**config.mk**
```make
export PLATFORM = sky130hd
export DESIGN_NAME = start_mode_length_deframer_flat
export DESIGN_NICKNAME = d
export VERILOG_FILES = /design/src/rtl/smld_pkg.sv /design/src/rtl/smld_if.sv /design/src/rtl/smld_parser.sv /design/src/rtl/smld_queue.sv /design/src/rtl/smld_out.sv /design/src/rtl/start_mode_length_deframer.sv /design/src/flat_wrapper.sv
export SDC_FILE = /design/constraint.sdc
export NUM_CORES = 1
export LEC_CHECK = 0
export BUFFER_PORTS_ARGS = -buffer_cell sky130_fd_sc_hd__buf_2
export CAP_MARGIN = 20
export CORE_MARGIN = 4
export CORE_UTILIZATION = 40
export DETAILED_ROUTE_END_ITERATION = 6
export HOLD_SLACK_MARGIN = 0.02
export PLACE_DENSITY_LB_ADDON = 0.05
export SYNTH_ARGS = -nofsm -noshare
export SYNTH_HDL_FRONTEND = slang
export SYNTH_HIERARCHICAL = 1
export SYNTH_SLANG_ARGS = --single-unit
```
**constraint.sdc**
```tcl
create_clock -name clk -period 6.3 [get_ports clk]
set_input_delay 1.575 -clock clk [delete_from_list [all_inputs] [get_ports clk]]
set_output_delay 1.575 -clock clk [all_outputs]
set_load 0.02 [all_outputs]
```
**src/rtl/smld_pkg.sv**
```systemverilog
// ----------------------------------------------------------------------------
// smld_pkg: shared types and constants of the start/mode/length deframer
//
// Holds the queued result entry, the front-to-queue and queue-to-back
// control groups, the parser phase codes and the register map.
// ----------------------------------------------------------------------------
`default_nettype none

package smld_pkg;

  localparam int CFG_ADDR_W = 2;
  localparam int CFG_DATA_W = 32;

  // Register map, in byte addresses.
  localparam logic [CFG_ADDR_W-1:0] REG_START_BYTE = 2'd0;

  // Result kinds.
  localparam logic KIND_PAYLOAD = 1'b0;
  localparam logic KIND_END     = 1'b1;

  // Depth of the queue between the parser and the output stage.
  localparam int QDEPTH = 2;
  localparam int QPTR_W = $clog2(QDEPTH);
  localparam int QCNT_W = $clog2(QDEPTH + 1);

  // Parser phases, one-hot.
  typedef enum logic [5:0] {
    PH_HUNT    = 6'b000001,
    PH_MODE    = 6'b000010,
    PH_LEN     = 6'b000100,
    PH_PAYLOAD = 6'b001000,
    PH_END     = 6'b010000,
    PH_CLOSE   = 6'b100000
  } smld_phase_t;

  // One result as it waits in the queue.
  typedef struct packed {
    logic        kind;
    logic [7:0]  mode;
    logic [7:0]  data;
    logic [31:0] length;
  } smld_res_t;

  // Parser to queue.
  typedef struct packed {
    logic      push;
    smld_res_t res;
  } smld_push_t;

  // Queue head to output stage.
  typedef struct packed {
    logic      valid;
    smld_res_t res;
  } smld_head_t;

endpackage

`default_nettype wire

```
**src/rtl/smld_if.sv**
```systemverilog
// ----------------------------------------------------------------------------
// smld_if: valid/ready channels of the deframer
//
// smld_in_if carries received bytes in, smld_out_if carries results out.
// ----------------------------------------------------------------------------
`default_nettype none

interface smld_in_if;
  logic       valid;
  logic       ready;
  logic [7:0] rx_byte;

  modport source  (output valid, output rx_byte, input ready);
  modport sink    (input valid, input rx_byte, output ready);
  modport monitor (input valid, input rx_byte, input ready);
endinterface

interface smld_out_if;
  logic        valid;
  logic        ready;
  logic        kind;
  logic [7:0]  mode;
  logic [7:0]  payload_byte;
  logic [31:0] payload_length;
  logic        last;

  modport source  (output valid, output kind, output mode, output payload_byte,
                   output payload_length, output last, input ready);
  modport sink    (input valid, input kind, input mode, input payload_byte,
                   input payload_length, input last, output ready);
  modport monitor (input valid, input kind, input mode, input payload_byte,
                   input payload_length, input last, input ready);
endinterface

`default_nettype wire

```
**src/rtl/smld_parser.sv**
```systemverilog
// ----------------------------------------------------------------------------
// smld_parser: front end of the deframer
//
// Takes one byte per beat, tracks the frame phase and emits at most one
// result entry per accepted byte toward the queue.
// ----------------------------------------------------------------------------
`default_nettype none

module smld_parser
  import smld_pkg::*;
#(
  parameter int START_LEN = 4,
  parameter int LEN_BYTES = 4,
  parameter int END_LEN   = 4
) (
  input  wire logic       clk,
  input  wire logic       rst_n,
  input  wire logic       acc,
  input  wire logic [7:0] rx_byte,
  input  wire logic [7:0] start_byte,
  output smld_push_t      push_o
);

  localparam int RUN_W = $clog2(START_LEN + 1);

  smld_phase_t        phase_r, phase_nxt;
  logic [RUN_W-1:0]   run_r, run_nxt;
  logic [7:0]         mode_r, mode_nxt;
  logic [31:0]        len_r, len_nxt;
  logic [31:0]        cnt_r, cnt_nxt;

  logic [RUN_W-1:0]   hunt_base;
  logic [RUN_W-1:0]   hunt_inc;
  logic               hunt_hit;
  logic               hunt_go;
  logic [31:0]        cnt_inc;
  logic [31:0]        len_acc;
  logic               res_vld;
  logic               res_kind;

  // A start run restarts from zero when a frame has just closed.
  assign hunt_base = (phase_r == PH_HUNT) ? run_r : '0;
  assign hunt_inc  = hunt_base + RUN_W'(1);
  assign hunt_hit  = (rx_byte == start_byte);
  assign hunt_go   = hunt_hit && (hunt_inc >= RUN_W'(START_LEN));
  assign cnt_inc   = cnt_r + 32'd1;
  assign len_acc   = len_r | (32'(rx_byte) << {cnt_r[1:0], 3'b000});

  always_comb begin
    phase_nxt = phase_r;
    run_nxt   = run_r;
    mode_nxt  = mode_r;
    len_nxt   = len_r;
    cnt_nxt   = cnt_r;
    res_vld   = 1'b0;
    res_kind  = KIND_PAYLOAD;
    unique case (phase_r)
      PH_MODE: begin
        mode_nxt  = rx_byte;
        len_nxt   = '0;
        cnt_nxt   = '0;
        phase_nxt = PH_LEN;
      end
      PH_LEN: begin
        len_nxt = len_acc;
        cnt_nxt = cnt_inc;
        if (cnt_inc >= 32'(LEN_BYTES)) begin
          cnt_nxt = '0;
          if (len_acc != 32'd0) begin
            phase_nxt = PH_PAYLOAD;
          end else if (END_LEN == 0) begin
            phase_nxt = PH_HUNT;
            res_vld   = 1'b1;
            res_kind  = KIND_END;
          end else begin
            phase_nxt = PH_END;
          end
        end
      end
      PH_PAYLOAD: begin
        res_vld = 1'b1;
        cnt_nxt = cnt_inc;
        if (cnt_inc >= len_r) begin
          cnt_nxt   = '0;
          phase_nxt = (END_LEN == 0) ? PH_CLOSE : PH_END;
        end
      end
      PH_END: begin
        cnt_nxt = cnt_inc;
        if (cnt_inc >= 32'(END_LEN)) begin
          cnt_nxt   = '0;
          phase_nxt = PH_HUNT;
          res_vld   = 1'b1;
          res_kind  = KIND_END;
        end
      end
      default: begin
        // Hunting, and the closing beat that also hunts on its byte.
        if (phase_r == PH_CLOSE) begin
          res_vld  = 1'b1;
          res_kind = KIND_END;
        end
        if (hunt_hit) begin
          run_nxt   = hunt_go ? '0 : hunt_inc;
          phase_nxt = hunt_go ? PH_MODE : PH_HUNT;
        end else begin
          run_nxt   = '0;
          phase_nxt = PH_HUNT;
        end
      end
    endcase
  end

  always_comb begin
    push_o.push       = acc && res_vld;
    push_o.res.kind   = res_kind;
    push_o.res.mode   = mode_r;
    push_o.res.data   = rx_byte;
    push_o.res.length = len_nxt;
  end

  always_ff @(posedge clk) begin
    if (!rst_n) begin
      phase_r <= PH_HUNT;
      run_r   <= '0;
      mode_r  <= '0;
      len_r   <= '0;
      cnt_r   <= '0;
    end else if (acc) begin
      phase_r <= phase_nxt;
      run_r   <= run_nxt;
      mode_r  <= mode_nxt;
      len_r   <= len_nxt;
      cnt_r   <= cnt_nxt;
    end
  end

endmodule

`default_nettype wire

```
**src/rtl/smld_queue.sv**
```systemverilog
// ----------------------------------------------------------------------------
// smld_queue: short result queue between parser and output stage
//
// Two-entry FIFO; lets the parser keep taking bytes while a result waits.
// ----------------------------------------------------------------------------
`default_nettype none

module smld_queue
  import smld_pkg::*;
(
  input  wire logic  clk,
  input  wire logic  rst_n,
  input  smld_push_t push_i,
  input  wire logic  pop,
  output smld_head_t head_o,
  output logic       has_room
);

  smld_res_t         mem_r [QDEPTH];
  logic [QPTR_W-1:0] wr_ptr_r, wr_ptr_nxt;
  logic [QPTR_W-1:0] rd_ptr_r, rd_ptr_nxt;
  logic [QCNT_W-1:0] cnt_r, cnt_nxt;

  assign has_room     = (cnt_r < QCNT_W'(QDEPTH));
  assign head_o.valid = (cnt_r != '0);
  assign head_o.res   = mem_r[rd_ptr_r];

  always_comb begin
    wr_ptr_nxt = wr_ptr_r;
    rd_ptr_nxt = rd_ptr_r;
    cnt_nxt    = cnt_r;
    if (push_i.push) begin
      wr_ptr_nxt = (wr_ptr_r == QPTR_W'(QDEPTH - 1)) ? '0 : wr_ptr_r + QPTR_W'(1);
    end
    if (pop) begin
      rd_ptr_nxt = (rd_ptr_r == QPTR_W'(QDEPTH - 1)) ? '0 : rd_ptr_r + QPTR_W'(1);
    end
    if (push_i.push && !pop) begin
      cnt_nxt = cnt_r + QCNT_W'(1);
    end else if (pop && !push_i.push) begin
      cnt_nxt = cnt_r - QCNT_W'(1);
    end
  end

  always_ff @(posedge clk) begin
    if (push_i.push) begin
      mem_r[wr_ptr_r] <= push_i.res;
    end
  end

  always_ff @(posedge clk) begin
    if (!rst_n) begin
      wr_ptr_r <= '0;
      rd_ptr_r <= '0;
      cnt_r    <= '0;
    end else begin
      wr_ptr_r <= wr_ptr_nxt;
      rd_ptr_r <= rd_ptr_nxt;
      cnt_r    <= cnt_nxt;
    end
  end

endmodule

`default_nettype wire

```
**src/rtl/smld_out.sv**
```systemverilog
// ----------------------------------------------------------------------------
// smld_out: back end of the deframer
//
// Pulls entries from the queue, formats them into result fields and holds
// them in the output register until the sink takes the beat.
// ----------------------------------------------------------------------------
`default_nettype none

module smld_out
  import smld_pkg::*;
(
  input  wire logic   clk,
  input  wire logic   rst_n,
  input  smld_head_t  head_i,
  output logic        pop,
  smld_out_if.source  out_ch
);

  logic        vld_r;
  logic        kind_r;
  logic [7:0]  mode_r;
  logic [7:0]  byte_r;
  logic [31:0] len_r;

  assign pop = head_i.valid && (!vld_r || out_ch.ready);

  always_ff @(posedge clk) begin
    if (!rst_n) begin
      vld_r <= 1'b0;
    end else if (!vld_r || out_ch.ready) begin
      vld_r <= head_i.valid;
    end
  end

  // Payload bytes carry no length; packet ends carry no byte.
  always_ff @(posedge clk) begin
    if (pop) begin
      kind_r <= head_i.res.kind;
      mode_r <= head_i.res.mode;
      byte_r <= (head_i.res.kind == KIND_END) ? 8'd0 : head_i.res.data;
      len_r  <= (head_i.res.kind == KIND_END) ? head_i.res.length : 32'd0;
    end
  end

  assign out_ch.valid          = vld_r;
  assign out_ch.kind           = kind_r;
  assign out_ch.mode           = mode_r;
  assign out_ch.payload_byte   = byte_r;
  assign out_ch.payload_length = len_r;
  assign out_ch.last           = (kind_r == KIND_END);

endmodule

`default_nettype wire

```
**src/rtl/start_mode_length_deframer.sv**
```systemverilog
// ----------------------------------------------------------------------------
// start_mode_length_deframer: start-run / mode / length packet deframer
//
// Finds framed packets in a byte stream and passes their payload out.
// ----------------------------------------------------------------------------
// The block takes one received byte per clock cycle, with no bubbles, for as
// long as the result side keeps up. Each frame opens with START_LEN bytes equal
// to the start_byte register, followed by a mode byte and a LEN_BYTES length,
// least significant byte first. Every payload byte leaves as one result beat
// tagged with the mode, then END_LEN trailing bytes are skipped unchecked and a
// packet-end beat carries the mode and declared length with last set. A zero
// length gives just the packet-end beat. When END_LEN is zero the packet-end
// beat comes on the byte after the last payload byte, and that byte also counts
// toward the next start run. At the edge that accepts a byte, the parser
// writes its result into a two-entry queue, and the output stage registers it
// from there once its output register is free, then offers it on the output.
// The input stays ready while the queue has room, so a stalled output first
// fills the output register and then the queue before the input is held off.
// The start_byte register lives at byte address 0 of the APB port and should be
// written only while no frame is in flight; it is read back on the same port.
// ----------------------------------------------------------------------------
`default_nettype none

module start_mode_length_deframer
  import smld_pkg::*;
#(
  parameter int START_LEN = 4,
  parameter int LEN_BYTES = 4,
  parameter int END_LEN   = 4
) (
  input  wire logic                  clk,
  input  wire logic                  rst_n,
  smld_in_if.sink                    in_ch,
  smld_out_if.source                 out_ch,
  input  wire logic                  cfg_psel,
  input  wire logic                  cfg_penable,
  input  wire logic                  cfg_pwrite,
  input  wire logic [CFG_ADDR_W-1:0] cfg_paddr,
  input  wire logic [CFG_DATA_W-1:0] cfg_pwdata,
  output logic      [CFG_DATA_W-1:0] cfg_prdata,
  output logic                       cfg_pready
);

  logic [7:0] start_byte_r;
  logic       in_acc;
  logic       q_room;
  logic       q_pop;
  smld_push_t push;
  smld_head_t head;

  // Configuration: the register is written in the access phase of a write.
  assign cfg_pready = 1'b1;
  assign cfg_prdata = (cfg_paddr == REG_START_BYTE) ? CFG_DATA_W'(start_byte_r) : '0;

  always_ff @(posedge clk) begin
    if (!rst_n) begin
      start_byte_r <= '0;
    end else if (cfg_psel && cfg_penable && cfg_pwrite && cfg_paddr == REG_START_BYTE) begin
      start_byte_r <= cfg_pwdata[7:0];
    end
  end

  // A byte is taken whenever the queue can hold the result it might make.
  assign in_ch.ready = q_room;
  assign in_acc      = in_ch.valid && q_room;

  smld_parser #(
    .START_LEN (START_LEN),
    .LEN_BYTES (LEN_BYTES),
    .END_LEN   (END_LEN)
  ) u_parser (
    .clk        (clk),
    .rst_n      (rst_n),
    .acc        (in_acc),
    .rx_byte    (in_ch.rx_byte),
    .start_byte (start_byte_r),
    .push_o     (push)
  );

  smld_queue u_queue (
    .clk      (clk),
    .rst_n    (rst_n),
    .push_i   (push),
    .pop      (q_pop),
    .head_o   (head),
    .has_room (q_room)
  );

  smld_out u_out (
    .clk    (clk),
    .rst_n  (rst_n),
    .head_i (head),
    .pop    (q_pop),
    .out_ch (out_ch)
  );

endmodule

`default_nettype wire

```
**src/flat_wrapper.sv**
```systemverilog
// flat-port wrapper written by rule: the top's interface ports become plain ports
module start_mode_length_deframer_flat import smld_pkg::*;
#(
  parameter int START_LEN = 4,
  parameter int LEN_BYTES = 4,
  parameter int END_LEN   = 4
)
  (clk, rst_n, cfg_psel, cfg_penable, cfg_pwrite, cfg_paddr, cfg_pwdata, cfg_prdata, cfg_pready, in_ch_valid, in_ch_rx_byte, in_ch_ready, out_ch_valid, out_ch_kind, out_ch_mode, out_ch_payload_byte, out_ch_payload_length, out_ch_last, out_ch_ready);
  smld_in_if in_ch_i ();
  smld_out_if out_ch_i ();
  input  wire logic clk;
  input  wire logic rst_n;
  input  wire logic cfg_psel;
  input  wire logic cfg_penable;
  input  wire logic cfg_pwrite;
  input  wire logic [CFG_ADDR_W-1:0] cfg_paddr;
  input  wire logic [CFG_DATA_W-1:0] cfg_pwdata;
  output logic      [CFG_DATA_W-1:0] cfg_prdata;
  output logic cfg_pready;
  input wire logic [$bits(in_ch_i.valid)-1:0] in_ch_valid;
  input wire logic [$bits(in_ch_i.rx_byte)-1:0] in_ch_rx_byte;
  output wire logic [$bits(in_ch_i.ready)-1:0] in_ch_ready;
  output wire logic [$bits(out_ch_i.valid)-1:0] out_ch_valid;
  output wire logic [$bits(out_ch_i.kind)-1:0] out_ch_kind;
  output wire logic [$bits(out_ch_i.mode)-1:0] out_ch_mode;
  output wire logic [$bits(out_ch_i.payload_byte)-1:0] out_ch_payload_byte;
  output wire logic [$bits(out_ch_i.payload_length)-1:0] out_ch_payload_length;
  output wire logic [$bits(out_ch_i.last)-1:0] out_ch_last;
  input wire logic [$bits(out_ch_i.ready)-1:0] out_ch_ready;
  assign in_ch_i.valid = in_ch_valid;
  assign in_ch_i.rx_byte = in_ch_rx_byte;
  assign in_ch_ready = in_ch_i.ready;
  assign out_ch_valid = out_ch_i.valid;
  assign out_ch_kind = out_ch_i.kind;
  assign out_ch_mode = out_ch_i.mode;
  assign out_ch_payload_byte = out_ch_i.payload_byte;
  assign out_ch_payload_length = out_ch_i.payload_length;
  assign out_ch_last = out_ch_i.last;
  assign out_ch_i.ready = out_ch_ready;
  start_mode_length_deframer #(.START_LEN(START_LEN), .LEN_BYTES(LEN_BYTES), .END_LEN(END_LEN)) u_core (.clk(clk), .rst_n(rst_n), .in_ch(in_ch_i), .out_ch(out_ch_i), .cfg_psel(cfg_psel), .cfg_penable(cfg_penable), .cfg_pwrite(cfg_pwrite), .cfg_paddr(cfg_paddr), .cfg_pwdata(cfg_pwdata), .cfg_prdata(cfg_prdata), .cfg_pready(cfg_pready));
endmodule
```
==> results.cfg <==
[sta]
layout_min_cycle_time_ps = 5140
post-route-period-util = 0.816
setup_ws_ps = 1160
worst_pin_slew_ps = 899
final.setup.tns_ps = 0
final_max_slew_viol_count = 0
setup_viol = 0
relSlewSlack = 0.396
rsz0062_at_grt = no
fmax_mhz = 195
finClkSkew_ps = 8.89
hold_viol = 0

[clocking]
insertion_delay_ps = 540
postCtsHoldBufs = 0
cts_tree = built
postCtsSetupBuffers = 0
path_clk_slew_ps = 60
cts-buffers-inserted = 28
cts_resized = 0
root_buffer = clkbuf_16
clock_tree.buffer_depth = 3
htreeDepth = 1
cts.sinks = 241

[critical_path]
cp_max_fo = 19
cp-startpoint = u_core/u_parser/cnt_r[1]
crit_buf_inv = 1
arrival_ps = 5590
cp-start-kind = flop
cp_slowest_stage_delay_ps = 730
cp-end-kind = flop
reg2reg_depth = 15
crit_chain = ha_1 > nand3_1 > nor4_1 > and2_1 > nand3_1 > xnor2_1 > ha_1 > a21o_1 > a21oi_1 > nor2_1 > a2111oi_0 > o311a_1 > buf_4 > o21ai_0 > a21oi_1
r2r_start = u_core/u_parser/cnt_r[1]
path_class = reg -> reg
crit_family = compound AO/OA/AOI/OAI gates
cp.required_ps = 6760
cp.depth = 15
slowest_stage = dfxtp_1

[cells_and_area]
fill_cells = 2853
layout-drive-gt1-share = 0.189
nNetsFinal = 1282
finalCoreUtilization = 0.456
seq_area_um2 = 6300
final_common_cell = edfxtp_1
final_cell_mix = 147 x edfxtp_1, 102 x nor2_1, 98 x nand2_1
diodes = 0
layout.cells.non_filler = 1610
multi_input_area_um2 = 5180
area_delta_synth_final_pct = 11.7

[power]
peakVddDrop_uv = 176
p_total_mw = 3.33
pwr_density_cell_nw_per_um2 = 245
leakagePower_nw = 4.92

[detailed_routing]
wire_per_inst_um = 17.5
vias_per_cell = 5.19
drt-total-wl_um = 28200
ant_nets = 0
drc = 0
drt_iter0_markers = 561
firstDrtPassIters = 5
vias = 8350

[synthesis]
synth_area_um2 = 12200
async_reset_ff_frac = 0
synth-simple-area-share = 0.170
synth_top_family_by_area = simple AND/OR/NAND/NOR gates
synthMuxAreaShare = 0.0638
synth_compound_area_frac = 0.112
synth_cell_types = 74
synth_flop_cell = edfxtp_1
ys_seq_area_frac = 0.517
yosysWarnings = 6
synth-edff-count = 147
synth-seq-cells = 241
synth_area_per_cell_um2 = 10.5
syn-instance-count = 1157
yosys.area_share.xor_xnor = 0.0353
synth_fa_ha_area_frac = 0.0360

[min_path]
hold_class = reg -> reg
worstHoldPathCells = 0
hp-start = u_core/u_parser/mode_r[6]

[placement]
dp_slack_ps = 1150
gp_congestion = 0.841
port_buffers = 84
dp_cells = 1558
dp_hpwl_um = 18900

[floorplan]
die_h_um = 182
io_pins = 134
fp-row-count = 63
core_um2 = 29800
die_width_um = 182
dieArea_um2 = 33300
start_util = 0.408

[grt]
grt_remaining_overflow = 0
grt_pass1_vias = 7985
grt.total_usage = 0.167
antenna_found_initial = 0
grt_max_degree = 52
grt_pass1_wl_um = 45100

[outcome]
status = completed

[job]
drv_cap = 0
==> synth_stat cells (9+ instances only) <==
cell type	count	area share
buf_2	16	0.0066
ha_1	35	0.036
mux2_2	44	0.041
inv_1	44	0.014
o21ai_0	43	0.018
nor3_1	14	0.0058
mux2_4	10	0.012
dfxtp_1	94	0.15
edfxtp_1	147	0.36
nand2_1	98	0.030
a22oi_1	33	0.020
nor2b_1	15	0.0077
nor2_1	102	0.031
a21o_1	9	0.0056
or3_1	11	0.0057
xnor2_1	38	0.027
xor2_1	11	0.0079
nand3_1	29	0.012
buf_4	40	0.025
clkbuf_1	41	0.013
a21oi_1	77	0.032
nor4_1	11	0.0057
nand4_1	20	0.010
mux2i_1	13	0.011
o211ai_1	9	0.0056
and2_1	43	0.022
==> final timing paths <==
| kind | endpoint | slack (ps) |
|---|---|---|
| max | u_core/u_parser/cnt_r[10] | 1160 |
| min reg2reg | u_core/u_queue/mem_r[1][46] | 450 |
| max reg2reg | u_core/u_parser/cnt_r[10] | 1160 |
| min | u_core/u_queue/mem_r[1][46] | 450 |
==> stage by stage <==
stage               instance area, µm²  hold slack (ps)
floorplan                        12300              425
global placement                 12700              433
detailed placement               12700              438
CTS                              13600              453
global route                     13600              467
finish                           13600              453
==> flip-flops by register name, summed over array words and instances (netlist names), 5 cells and up, named ones only <==
register                            cells
u_core/start_byte_r                     8
u_core/u_out/out_ch.payload_length     32
u_core/u_parser/len_r                  32
u_core/u_queue/mem_r                   98
u_core/u_parser/cnt_r                  32
u_core/u_out/out_ch.payload_byte        8
u_core/u_parser/mode_r                  8
u_core/u_out/out_ch.mode                8
u_core/u_parser/phase_r                 5
==> cell type report <==
type / instances / share of cell area
inverters: 44 / 0.0121
clock inverters: 12 / 0.00865
multi-input cells: 783 / 0.381
flip-flops and latches: 241 / 0.463
well taps: 390 / 0.0359
repair buffers: 100 / 0.0398
clock buffers: 40 / 0.0594
==> logic make-up after synthesis <==
group | Yosys count
simple gates | 393
flops | 241
compound gates | 214
buf+inv | 156
mux | 67
xor+xnor | 49
fa+ha+maj | 35
other cells | 2
==> power by group <==
part | leakage, nW | switching (mW) | internal (mW)
combinational | 2.45 | 0.0556 | 0.0141
clock | 0.444 | 0.638 | 0.970
sequential | 2.03 | 0.000604 | 1.66
==> routing by layer <==
metal	track usage	up-vias	wire (µm)
met5	0	-	0
met4	0.0294	0	365
met3	0.0241	30	1150
met2	0.261	153	12400
met1	0.250	3995	14300
li1	-	4172	-
(Power assumes the default switching activity.)
